`config.mk`:
```
export PLATFORM = sky130hd
export DESIGN_NAME = eth_ipv4_l4_header_parser
export DESIGN_NICKNAME = d
export VERILOG_FILES = /design/src/sv/ehp_pkg.sv /design/src/sv/ehp_front.sv /design/src/sv/ehp_fifo.sv /design/src/sv/ehp_back.sv /design/src/sv/eth_ipv4_l4_header_parser.sv
export SDC_FILE = /design/constraint.sdc
export NUM_CORES = 1
export LEC_CHECK = 0
export ABC_AREA = 1
export BUFFER_PORTS_ARGS = -buffer_cell sky130_fd_sc_hd__buf_2
export CORE_MARGIN = 1.5
export CORE_UTILIZATION = 35
export DETAILED_ROUTE_END_ITERATION = 7
export PLACE_DENSITY = 0.6
export SETUP_SLACK_MARGIN = 0.2
export SLEW_MARGIN = 40
export SYNTH_ARGS = -nofsm -noshare
export SYNTH_HDL_FRONTEND = slang
export SYNTH_HIERARCHICAL = 1
export SYNTH_SLANG_ARGS = --single-unit
```
`constraint.sdc`:
```
create_clock -name clk -period 21.8 [get_ports clk]
set_input_delay 1.09 -clock clk [delete_from_list [all_inputs] [get_ports clk]]
set_output_delay 1.09 -clock clk [all_outputs]
set_load 0.02 [all_outputs]
```
`src/sv/ehp_pkg.sv`:
```
// ----------------------------------------------------------------------------
// ehp_pkg
// types and constants shared by the header parser modules
// ----------------------------------------------------------------------------
package ehp_pkg;
	localparam logic [1:0] ST_OK        = 2'd0;
	localparam logic [1:0] ST_SHORT     = 2'd1;
	localparam logic [1:0] ST_NOT_IPV4  = 2'd2;
	localparam logic [1:0] ST_BAD_IPV4  = 2'd3;

	localparam logic [1:0] HINT_NONE    = 2'd0;
	localparam logic [1:0] HINT_HTTPS   = 2'd1;
	localparam logic [1:0] HINT_HTTP    = 2'd2;
	localparam logic [1:0] HINT_DNS     = 2'd3;

	localparam logic [1:0] REG_HTTPS    = 2'd0;
	localparam logic [1:0] REG_HTTP     = 2'd1;
	localparam logic [1:0] REG_HTTP_ALT = 2'd2;
	localparam logic [1:0] REG_DNS      = 2'd3;

	localparam logic [15:0] ETHERTYPE_IP = 16'h0800;
	localparam logic [7:0]  IP_L4_TCP    = 8'd6;
	localparam logic [7:0]  IP_L4_UDP    = 8'd17;

	typedef struct packed {
		logic [15:0] eth_type;
		logic [3:0]  ip_ver;
		logic [3:0]  ihl;
		logic [15:0] tot_len;
		logic [7:0]  proto;
		logic [31:0] sip;
		logic [31:0] dip;
		logic [15:0] sport;
		logic [15:0] dport;
		logic [31:0] seq;
		logic [31:0] ack;
		logic [3:0]  thw;
		logic [7:0]  flags;
	} frame_t;

	typedef struct packed {
		logic [15:0] https;
		logic [15:0] http;
		logic [15:0] http_alt;
		logic [15:0] dns;
	} ports_t;
endpackage

```
`src/sv/ehp_front.sv`:
```
// ----------------------------------------------------------------------------
// ehp_front
// byte capture of the frame headers, hands a snapshot per frame downstream
// ----------------------------------------------------------------------------
module ehp_front #(
	parameter int LENGTH_BITS = 16
) (
	input  logic                         clk,
	input  logic                         arst_n,
	input  logic                         in_take,
	input  logic [7:0]                   frame_byte,
	input  logic                         frame_last,
	output logic                         snap_push,
	output ehp_pkg::frame_t              snap_frame,
	output logic [LENGTH_BITS-1:0]       snap_len
);
	logic [LENGTH_BITS-1:0] cnt_q;
	ehp_pkg::frame_t        fr_q;
	ehp_pkg::frame_t        fr_nx;
	logic [LENGTH_BITS:0]   base;
	logic [LENGTH_BITS:0]   rel;
	logic [LENGTH_BITS:0]   pos;
	logic                   in_l4;

	assign pos  = {1'b0, cnt_q};
	assign base = (LENGTH_BITS+1)'(14) + (LENGTH_BITS+1)'({fr_q.ihl, 2'b00});
	assign rel  = pos - base;
	assign in_l4 = (fr_q.ihl >= 4'd5) && (pos >= (LENGTH_BITS+1)'(34)) &&
		(pos >= base) && (rel < (LENGTH_BITS+1)'(14));

	always_comb begin
		fr_nx = fr_q;
		if (pos == (LENGTH_BITS+1)'(12) || pos == (LENGTH_BITS+1)'(13)) begin
			fr_nx.eth_type = {fr_q.eth_type[7:0], frame_byte};
		end else if (pos == (LENGTH_BITS+1)'(14)) begin
			fr_nx.ip_ver = frame_byte[7:4];
			fr_nx.ihl    = frame_byte[3:0];
		end else if (pos == (LENGTH_BITS+1)'(16) || pos == (LENGTH_BITS+1)'(17)) begin
			fr_nx.tot_len = {fr_q.tot_len[7:0], frame_byte};
		end else if (pos == (LENGTH_BITS+1)'(23)) begin
			fr_nx.proto = frame_byte;
		end else if (pos >= (LENGTH_BITS+1)'(26) && pos <= (LENGTH_BITS+1)'(29)) begin
			fr_nx.sip = {fr_q.sip[23:0], frame_byte};
		end else if (pos >= (LENGTH_BITS+1)'(30) && pos <= (LENGTH_BITS+1)'(33)) begin
			fr_nx.dip = {fr_q.dip[23:0], frame_byte};
		end
		if (in_l4) begin
			if (rel < (LENGTH_BITS+1)'(2)) begin
				fr_nx.sport = {fr_q.sport[7:0], frame_byte};
			end else if (rel < (LENGTH_BITS+1)'(4)) begin
				fr_nx.dport = {fr_q.dport[7:0], frame_byte};
			end else if (rel < (LENGTH_BITS+1)'(8)) begin
				fr_nx.seq = {fr_q.seq[23:0], frame_byte};
			end else if (rel < (LENGTH_BITS+1)'(12)) begin
				fr_nx.ack = {fr_q.ack[23:0], frame_byte};
			end else if (rel == (LENGTH_BITS+1)'(12)) begin
				fr_nx.thw = frame_byte[7:4];
			end else begin
				fr_nx.flags = frame_byte;
			end
		end
	end

	assign snap_push  = in_take && frame_last;
	assign snap_frame = fr_nx;
	assign snap_len   = (&cnt_q) ? cnt_q : cnt_q + LENGTH_BITS'(1);

	always_ff @(posedge clk or negedge arst_n) begin
		if (!arst_n) begin
			cnt_q <= '0;
			fr_q  <= '0;
		end else if (in_take) begin
			if (frame_last) begin
				cnt_q <= '0;
				fr_q  <= '0;
			end else begin
				cnt_q <= snap_len;
				fr_q  <= fr_nx;
			end
		end
	end
endmodule

```
`src/sv/ehp_fifo.sv`:
```
// ----------------------------------------------------------------------------
// ehp_fifo
// small queue of frame snapshots between capture and result stages
// ----------------------------------------------------------------------------
module ehp_fifo #(
	parameter int WIDTH = 8
) (
	input  logic             clk,
	input  logic             arst_n,
	input  logic             wr_en,
	input  logic [WIDTH-1:0] wr_data,
	input  logic             rd_en,
	output logic [WIDTH-1:0] rd_data,
	output logic             not_empty,
	output logic             is_full
);
	logic [WIDTH-1:0] mem [2];
	logic             wp_q;
	logic             rp_q;
	logic [1:0]       cnt_q;

	assign not_empty = cnt_q != 2'd0;
	assign is_full   = cnt_q == 2'd2;
	assign rd_data   = mem[rp_q];

	always_ff @(posedge clk) begin
		if (wr_en) begin
			mem[wp_q] <= wr_data;
		end
	end

	always_ff @(posedge clk or negedge arst_n) begin
		if (!arst_n) begin
			wp_q  <= 1'b0;
			rp_q  <= 1'b0;
			cnt_q <= 2'd0;
		end else begin
			if (wr_en) wp_q <= ~wp_q;
			if (rd_en) rp_q <= ~rp_q;
			cnt_q <= cnt_q + 2'(wr_en) - 2'(rd_en);
		end
	end
endmodule

```
`src/sv/ehp_back.sv`:
```
// ----------------------------------------------------------------------------
// ehp_back
// turns a frame snapshot into the result and holds it until popped
// ----------------------------------------------------------------------------
module ehp_back #(
	parameter int LENGTH_BITS = 16
) (
	input  logic                   clk,
	input  logic                   arst_n,
	input  logic                   snap_valid,
	input  ehp_pkg::frame_t        snap_frame,
	input  logic [LENGTH_BITS-1:0] snap_len,
	output logic                   snap_take,
	input  ehp_pkg::ports_t        ports,
	input  logic                   pop,
	output logic                   empty,
	output logic [1:0]             status,
	output logic [7:0]             protocol,
	output logic [31:0]            src_ip,
	output logic [31:0]            dst_ip,
	output logic [15:0]            l4_sport,
	output logic [15:0]            l4_dport,
	output logic [7:0]             ctl_flags,
	output logic [31:0]            seq_num,
	output logic [31:0]            ack_num,
	output logic [15:0]            data_start,
	output logic [15:0]            data_bytes,
	output logic [1:0]             service
);
	localparam int WL = ((LENGTH_BITS > 16) ? LENGTH_BITS : 16) + 1;

	logic          ovalid_q;
	logic [WL-1:0] len, avail, hdr, tot, l4a, l4, room, th0, th1, th;
	logic [1:0]    st;
	logic          is_tcp, is_udp;
	logic [15:0]   sp, dp, off, plen;
	logic [1:0]    hint;

	assign empty     = !ovalid_q;
	assign snap_take = snap_valid && (!ovalid_q || pop);

	assign len   = WL'(snap_len);
	assign avail = len - WL'(14);
	assign hdr   = WL'({snap_frame.ihl, 2'b00});
	assign tot   = WL'(snap_frame.tot_len);
	assign room  = avail - hdr;
	assign l4a   = (tot > hdr) ? tot - hdr : '0;
	assign l4    = (l4a > room) ? room : l4a;
	assign th0   = WL'({snap_frame.thw, 2'b00});
	assign th1   = (th0 < WL'(20)) ? WL'(20) : th0;
	assign th    = (th1 > l4) ? l4 : th1;

	always_comb begin
		if (len < WL'(14)) begin
			st = ehp_pkg::ST_SHORT;
		end else if (snap_frame.eth_type != ehp_pkg::ETHERTYPE_IP) begin
			st = ehp_pkg::ST_NOT_IPV4;
		end else if (avail < WL'(20) || snap_frame.ip_ver != 4'd4 || hdr < WL'(20) ||
			hdr > avail) begin
			st = ehp_pkg::ST_BAD_IPV4;
		end else begin
			st = ehp_pkg::ST_OK;
		end
		is_tcp = (snap_frame.proto == ehp_pkg::IP_L4_TCP) && (l4 >= WL'(20));
		is_udp = (snap_frame.proto == ehp_pkg::IP_L4_UDP) && (l4 >= WL'(8));
		sp   = '0;
		dp   = '0;
		off  = '0;
		plen = '0;
		if (is_tcp) begin
			sp = snap_frame.sport;
			dp = snap_frame.dport;
			if (th < l4) begin
				off  = 16'(WL'(14) + hdr + th);
				plen = 16'(l4 - th);
			end
		end else if (is_udp) begin
			sp = snap_frame.sport;
			dp = snap_frame.dport;
			if (l4 > WL'(8)) begin
				off  = 16'(WL'(22) + hdr);
				plen = 16'(l4 - WL'(8));
			end
		end
		if (sp == ports.https || dp == ports.https) begin
			hint = ehp_pkg::HINT_HTTPS;
		end else if (sp == ports.http || dp == ports.http || sp == ports.http_alt ||
			dp == ports.http_alt) begin
			hint = ehp_pkg::HINT_HTTP;
		end else if (sp == ports.dns || dp == ports.dns) begin
			hint = ehp_pkg::HINT_DNS;
		end else begin
			hint = ehp_pkg::HINT_NONE;
		end
	end

	always_ff @(posedge clk or negedge arst_n) begin
		if (!arst_n) begin
			ovalid_q <= 1'b0;
		end else if (snap_take) begin
			ovalid_q <= 1'b1;
		end else if (pop) begin
			ovalid_q <= 1'b0;
		end
	end

	always_ff @(posedge clk) begin
		if (snap_take) begin
			status     <= st;
			protocol   <= '0;
			src_ip     <= '0;
			dst_ip     <= '0;
			l4_sport   <= '0;
			l4_dport   <= '0;
			ctl_flags  <= '0;
			seq_num    <= '0;
			ack_num    <= '0;
			data_start <= '0;
			data_bytes <= '0;
			service    <= ehp_pkg::HINT_NONE;
			if (st == ehp_pkg::ST_OK) begin
				protocol   <= snap_frame.proto;
				src_ip     <= snap_frame.sip;
				dst_ip     <= snap_frame.dip;
				l4_sport   <= sp;
				l4_dport   <= dp;
				data_start <= off;
				data_bytes <= plen;
				service    <= hint;
				if (is_tcp) begin
					ctl_flags <= snap_frame.flags;
					seq_num   <= snap_frame.seq;
					ack_num   <= snap_frame.ack;
				end
			end
		end
	end
endmodule

```
`src/sv/eth_ipv4_l4_header_parser.sv`:
```
// ----------------------------------------------------------------------------
// eth_ipv4_l4_header_parser
// Ethernet II / IPv4 / TCP / UDP header parser with port based app hint
// ----------------------------------------------------------------------------
// input: push a frame byte with frame_last on the final byte; a byte is taken
// when push is high and full is low, one byte per cycle.
// results: one per frame, shown while empty is low, taken on pop.
// result path: the snapshot is queued, then loaded into the result register.
// throughput: one byte per cycle while full is low, set by the capture stage; a two entry
// snapshot queue sits between capture and the result register.
// if pop stays low, the result holds; capture goes on until the queue fills,
// then full rises.
// config: cfg_valid/cfg_index/cfg_data, always ready; write only when idle.
// reset: frame state cleared, queue and result emptied, port registers loaded
// with 443, 80, 8080 and 53.
// ----------------------------------------------------------------------------
module eth_ipv4_l4_header_parser #(
	parameter int LENGTH_BITS = 16
) (
	input  logic        clk,
	input  logic        arst_n,
	input  logic        push,
	output logic        full,
	input  logic [7:0]  frame_byte,
	input  logic        frame_last,
	output logic        empty,
	input  logic        pop,
	output logic [1:0]  status,
	output logic [7:0]  protocol,
	output logic [31:0] src_ip,
	output logic [31:0] dst_ip,
	output logic [15:0] l4_sport,
	output logic [15:0] l4_dport,
	output logic [7:0]  ctl_flags,
	output logic [31:0] seq_num,
	output logic [31:0] ack_num,
	output logic [15:0] data_start,
	output logic [15:0] data_bytes,
	output logic [1:0]  service,
	input  logic        cfg_valid,
	output logic        cfg_ready,
	input  logic [1:0]  cfg_index,
	input  logic [15:0] cfg_data
);
	localparam int SW = $bits(ehp_pkg::frame_t) + LENGTH_BITS;

	ehp_pkg::ports_t        ports_q;
	logic                   in_take;
	logic                   snap_push;
	ehp_pkg::frame_t        f_frame, b_frame;
	logic [LENGTH_BITS-1:0] f_len, b_len;
	logic [SW-1:0]          q_out;
	logic                   q_ne, q_full, q_take;

	assign cfg_ready = 1'b1;
	assign full      = q_full;
	assign in_take   = push && !q_full;

	always_ff @(posedge clk or negedge arst_n) begin
		if (!arst_n) begin
			ports_q.https    <= 16'd443;
			ports_q.http     <= 16'd80;
			ports_q.http_alt <= 16'd8080;
			ports_q.dns      <= 16'd53;
		end else if (cfg_valid) begin
			case (cfg_index)
				ehp_pkg::REG_HTTPS:    ports_q.https    <= cfg_data;
				ehp_pkg::REG_HTTP:     ports_q.http     <= cfg_data;
				ehp_pkg::REG_HTTP_ALT: ports_q.http_alt <= cfg_data;
				ehp_pkg::REG_DNS:      ports_q.dns      <= cfg_data;
				default: ;
			endcase
		end
	end

	ehp_front #(.LENGTH_BITS(LENGTH_BITS)) u_front (
		.clk(clk), .arst_n(arst_n), .in_take(in_take),
		.frame_byte(frame_byte), .frame_last(frame_last),
		.snap_push(snap_push), .snap_frame(f_frame), .snap_len(f_len)
	);

	ehp_fifo #(.WIDTH(SW)) u_fifo (
		.clk(clk), .arst_n(arst_n), .wr_en(snap_push), .wr_data({f_frame, f_len}),
		.rd_en(q_take), .rd_data(q_out), .not_empty(q_ne), .is_full(q_full)
	);

	assign b_frame = q_out[SW-1:LENGTH_BITS];
	assign b_len   = q_out[LENGTH_BITS-1:0];

	ehp_back #(.LENGTH_BITS(LENGTH_BITS)) u_back (
		.clk(clk), .arst_n(arst_n), .snap_valid(q_ne), .snap_frame(b_frame),
		.snap_len(b_len), .snap_take(q_take), .ports(ports_q), .pop(pop),
		.empty(empty), .status(status), .protocol(protocol), .src_ip(src_ip),
		.dst_ip(dst_ip), .l4_sport(l4_sport), .l4_dport(l4_dport),
		.ctl_flags(ctl_flags), .seq_num(seq_num), .ack_num(ack_num),
		.data_start(data_start), .data_bytes(data_bytes),
		.service(service)
	);
endmodule

```
==> impl_metrics.csv <==
group,metric,value,unit
setup_path,criticalPathCategory,"reg2reg",
synth,synthTopCellsByArea,"edfxtp_1, dfrtp_1, nand2_1",
clock_network,cts_hold_repair.buffers,0,
global_route,grt_pass1_vias,33400,
layout,synthToLayoutAreaGrowth,12.6,%
sta,fin_crit_sh,41.9,%
sta,slew_viol_final,0,
floorplan,die_area,141000,sq um
setup_path,regToRegSetupSlack,12.66,ns
synth,ys_types,56,
setup_path,critPathRequiredTime,22.23,ns
synth,synthMuxAreaShare,0,%
place,place_area,51200,sq um
sta,min_period,9.14,ns
clock_network,h-tree-depth,3,
drt,dr.pass1.iters,6,
sta,worst_pin_slew,0.875,ns
synth,synth-adder-area-share,1.99,%
synth,synth-xor-area-share,2.06,%
synth,synth_most_common_cell,"nand2_1",
sta,fmax,0.109,GHz
global_route,grt_pass1_wl,195,mm
sta,rsz0062_at_grt,"no",
sta,tns,0,ns
synth,synth_edf_count,684,
synth,syn_area_per_cell,9.21,sq um
clock_network,clkTransAtPathRegs,0.07,ns
synth,synth_top_cell_by_area,"edfxtp_1",
power_and_ir_drop,power,6790,uW
clock_network,root_buffer,"clkbuf_16",
synth,synth_area,48600,sq um
power_and_ir_drop,p_leak,0.0256,uW
setup_path,timing.rr.start,"u_fifo/rp_q",
setup_path,max_stage_delay,0.71,ns
place,gp_congestion,0.903,
synth,synth_top_family_by_area,"simple AND/OR/NAND/NOR gates",
clock_network,clock_sinks,989,
layout,drive_above_1_share,11.3,%
setup_path,crit_path_start_kind,"flop",
synth,synth_warnings,6,
floorplan,rows,136,
place,dp_worst_setup_slack,12.27,ns
setup_path,crit_top_cell,"nand2_1",
synth,synth_top_cells_by_count,"nand2_1, inv_1, edfxtp_1, nor2_1, o21ai_0",
floorplan,die_w,376,um
sta,setup_viol,0,
synth,syn_inst,5274,
layout,final_nets,5557,
sta,final_hold_viol_count,0,
drt,viasPerCell,4.82,
power_and_ir_drop,peakVddDrop,0.0000812,V
setup_path,crit_fanout,116,
global_route,grt_use_total,17.6,%
drt,postRouteAntennaNets,0,
synth,synthFlopType,"edfxtp_1",
sta,worst_slack,12.66,ns
floorplan,core_area,138000,sq um
setup_path,r2r-end,"u_back/data_bytes[14]",
drt,vias,35400,
sta,max_slew_margin,41.7,%
synth,ys_seq_elements,989,
global_route,grt_max_degree,117,
setup_path,ff2ff_path_depth,41,
setup_path,setup.worst_path.end,"u_back/data_bytes[14]",
global_route,overflow,0,
synth,yosys.area_share.simple,21.5,%
clock_network,cts_buffers,108,
clock_network,clock_path_buffers,3,
place,dp_hpwl,82.5,mm
synth,synth_top_area_share,42.3,%
drt,routed_wl,126,mm
clock_network,post_cts_buffers,0,
drt,post_drt_wl_per_cell,17.2,um
setup_path,crit_path_end_kind,"flop",
layout,finish.instance_area,54700,sq um
clock_network,post_cts_resized,0,
drt,drc,0,
worst_hold_path,hold_path.class,"in2async",
floorplan,design.portCount,247,
sta,fin_worst_skew,0.0331,ns
global_route,antenna_found_initial,4,
place,port_buffers,245,
setup_path,critPathSlowestCell,"dfrtp_4",
status,status,"completed",
power_and_ir_drop,p_per_area,124,nW/um^2
clock_network,cts_tree,"built",
flow_run,maxCapViolations,0,
floorplan,initial_core_util,35.3,%
setup_path,worstSetupStartpoint,"u_fifo/rp_q",
synth,seq_area_frac_synth,58.0,%
synth,async_reset_ff_share,30.8,%
setup_path,arrival,9.57,ns
floorplan,dieHeight,376,um
drt,initialDrtViolationCount,2807,
clock_network,clock_latency,0.73,ns
synth,synth-compound-area-share,6.75,%
## registers in the layout, summed over array words and instances (netlist names), 32 cells and up
signal          flops
u_fifo/mem        472
ports_q            64
u_front/fr_q      220
u_back/ack_num     32
u_back/dst_ip      32
u_back/seq_num     32
u_back/src_ip      32
## report_power, final
part	internal (uW)	switching [uW]
Sequential	2340	106
Combinational	707	1840
Clock	1040	765
## cells in the final DEF (no fill, tap or decap), drive strengths merged, types with 8 or more instances in the layout
| cell type | count |
|---|---|
| ha | 71 |
| o21ai | 429 |
| nand3b | 8 |
| nand2 | 1454 |
| edfxtp | 684 |
| nand3 | 254 |
| buf | 281 |
| o22ai | 111 |
| clkbuf | 147 |
| bufinv | 8 |
| xor2 | 98 |
| and2 | 62 |
| nor2 | 396 |
| conb | 12 |
| nor3 | 22 |
| clkinv | 42 |
| dfrtp | 285 |
| dfstp | 20 |
| a22o | 12 |
| a21oi | 32 |
| inv | 886 |
| nor4 | 10 |
| xnor2 | 14 |
| nand4 | 176 |
## critical path: cells and delay by family (launching register included)
family | cells | cell delay, ns
AO/OA/AOI/OAI | 11 | 2.22
XOR/XNOR | 2 | 0.35
adder cells (fa/ha/maj) | 4 | 1.47
buffers and inverters | 7 | 1.43
flip-flops | 1 | 0.71
AND/OR/NAND/NOR | 17 | 2.61
## logic make-up after synthesis
kind of cell               count (synthesis)
adders and majority gates                 75
and+or+nand+nor                         2388
other                                      3
AOI/OAI and AO/OA                        599
DFF                                      989
xor gates and xnor gates                 112
buffers and inverters                   1108
## per-layer routing
layer,vias to the layer above,global-route usage [%],part of all wire (%)
met3,181,2.40,5.2
met4,0,6.04,2.8
met5,-,0,0
li1,17400,-,-
met1,16900,24.4,46
met2,869,28.4,46
## layout make-up
| class | instances | area, sq um |
|---|---|---|
| clock buffer | 147 | 2940 |
| clock inverter | 57 | 551 |
| tap | 1794 | 2240 |
| antenna | 1 | 2.50 |
| sequential | 989 | 28200 |
| fill | 13400 | 83000 |
| inverter | 884 | 3330 |
| timing repair buffer | 281 | 1630 |
| multi-input combinational | 3186 | 15800 |
## worst min-delay path by stage
stage	start	to	slack, ns	depth (start not counted)
final	arst_n	ports_q[18]	0.28	1
after global routing	arst_n	ports_q[3]	0.30	1
after CTS	arst_n	ports_q[3]	0.24	1
after detailed placement	ports_q[57]	ports_q[57]	0.46	2
after global placement	u_front/fr_q[101]	u_front/fr_q[101]	0.45	2
after floorplan	ports_q[57]	ports_q[57]	0.44	2
## stage by stage
stage	utilization, %	hold slack, ns	std cells
4_1_cts	39.7	0.245	7337
5_1_grt	39.7	0.296	7338
3_3_place_gp	37.1	0.455	7131
2_1_floorplan	-	0.442	5283
3_5_place_dp	37.2	0.462	7133
6_report	39.7	0.282	7339
(Power assumes the default switching activity.)
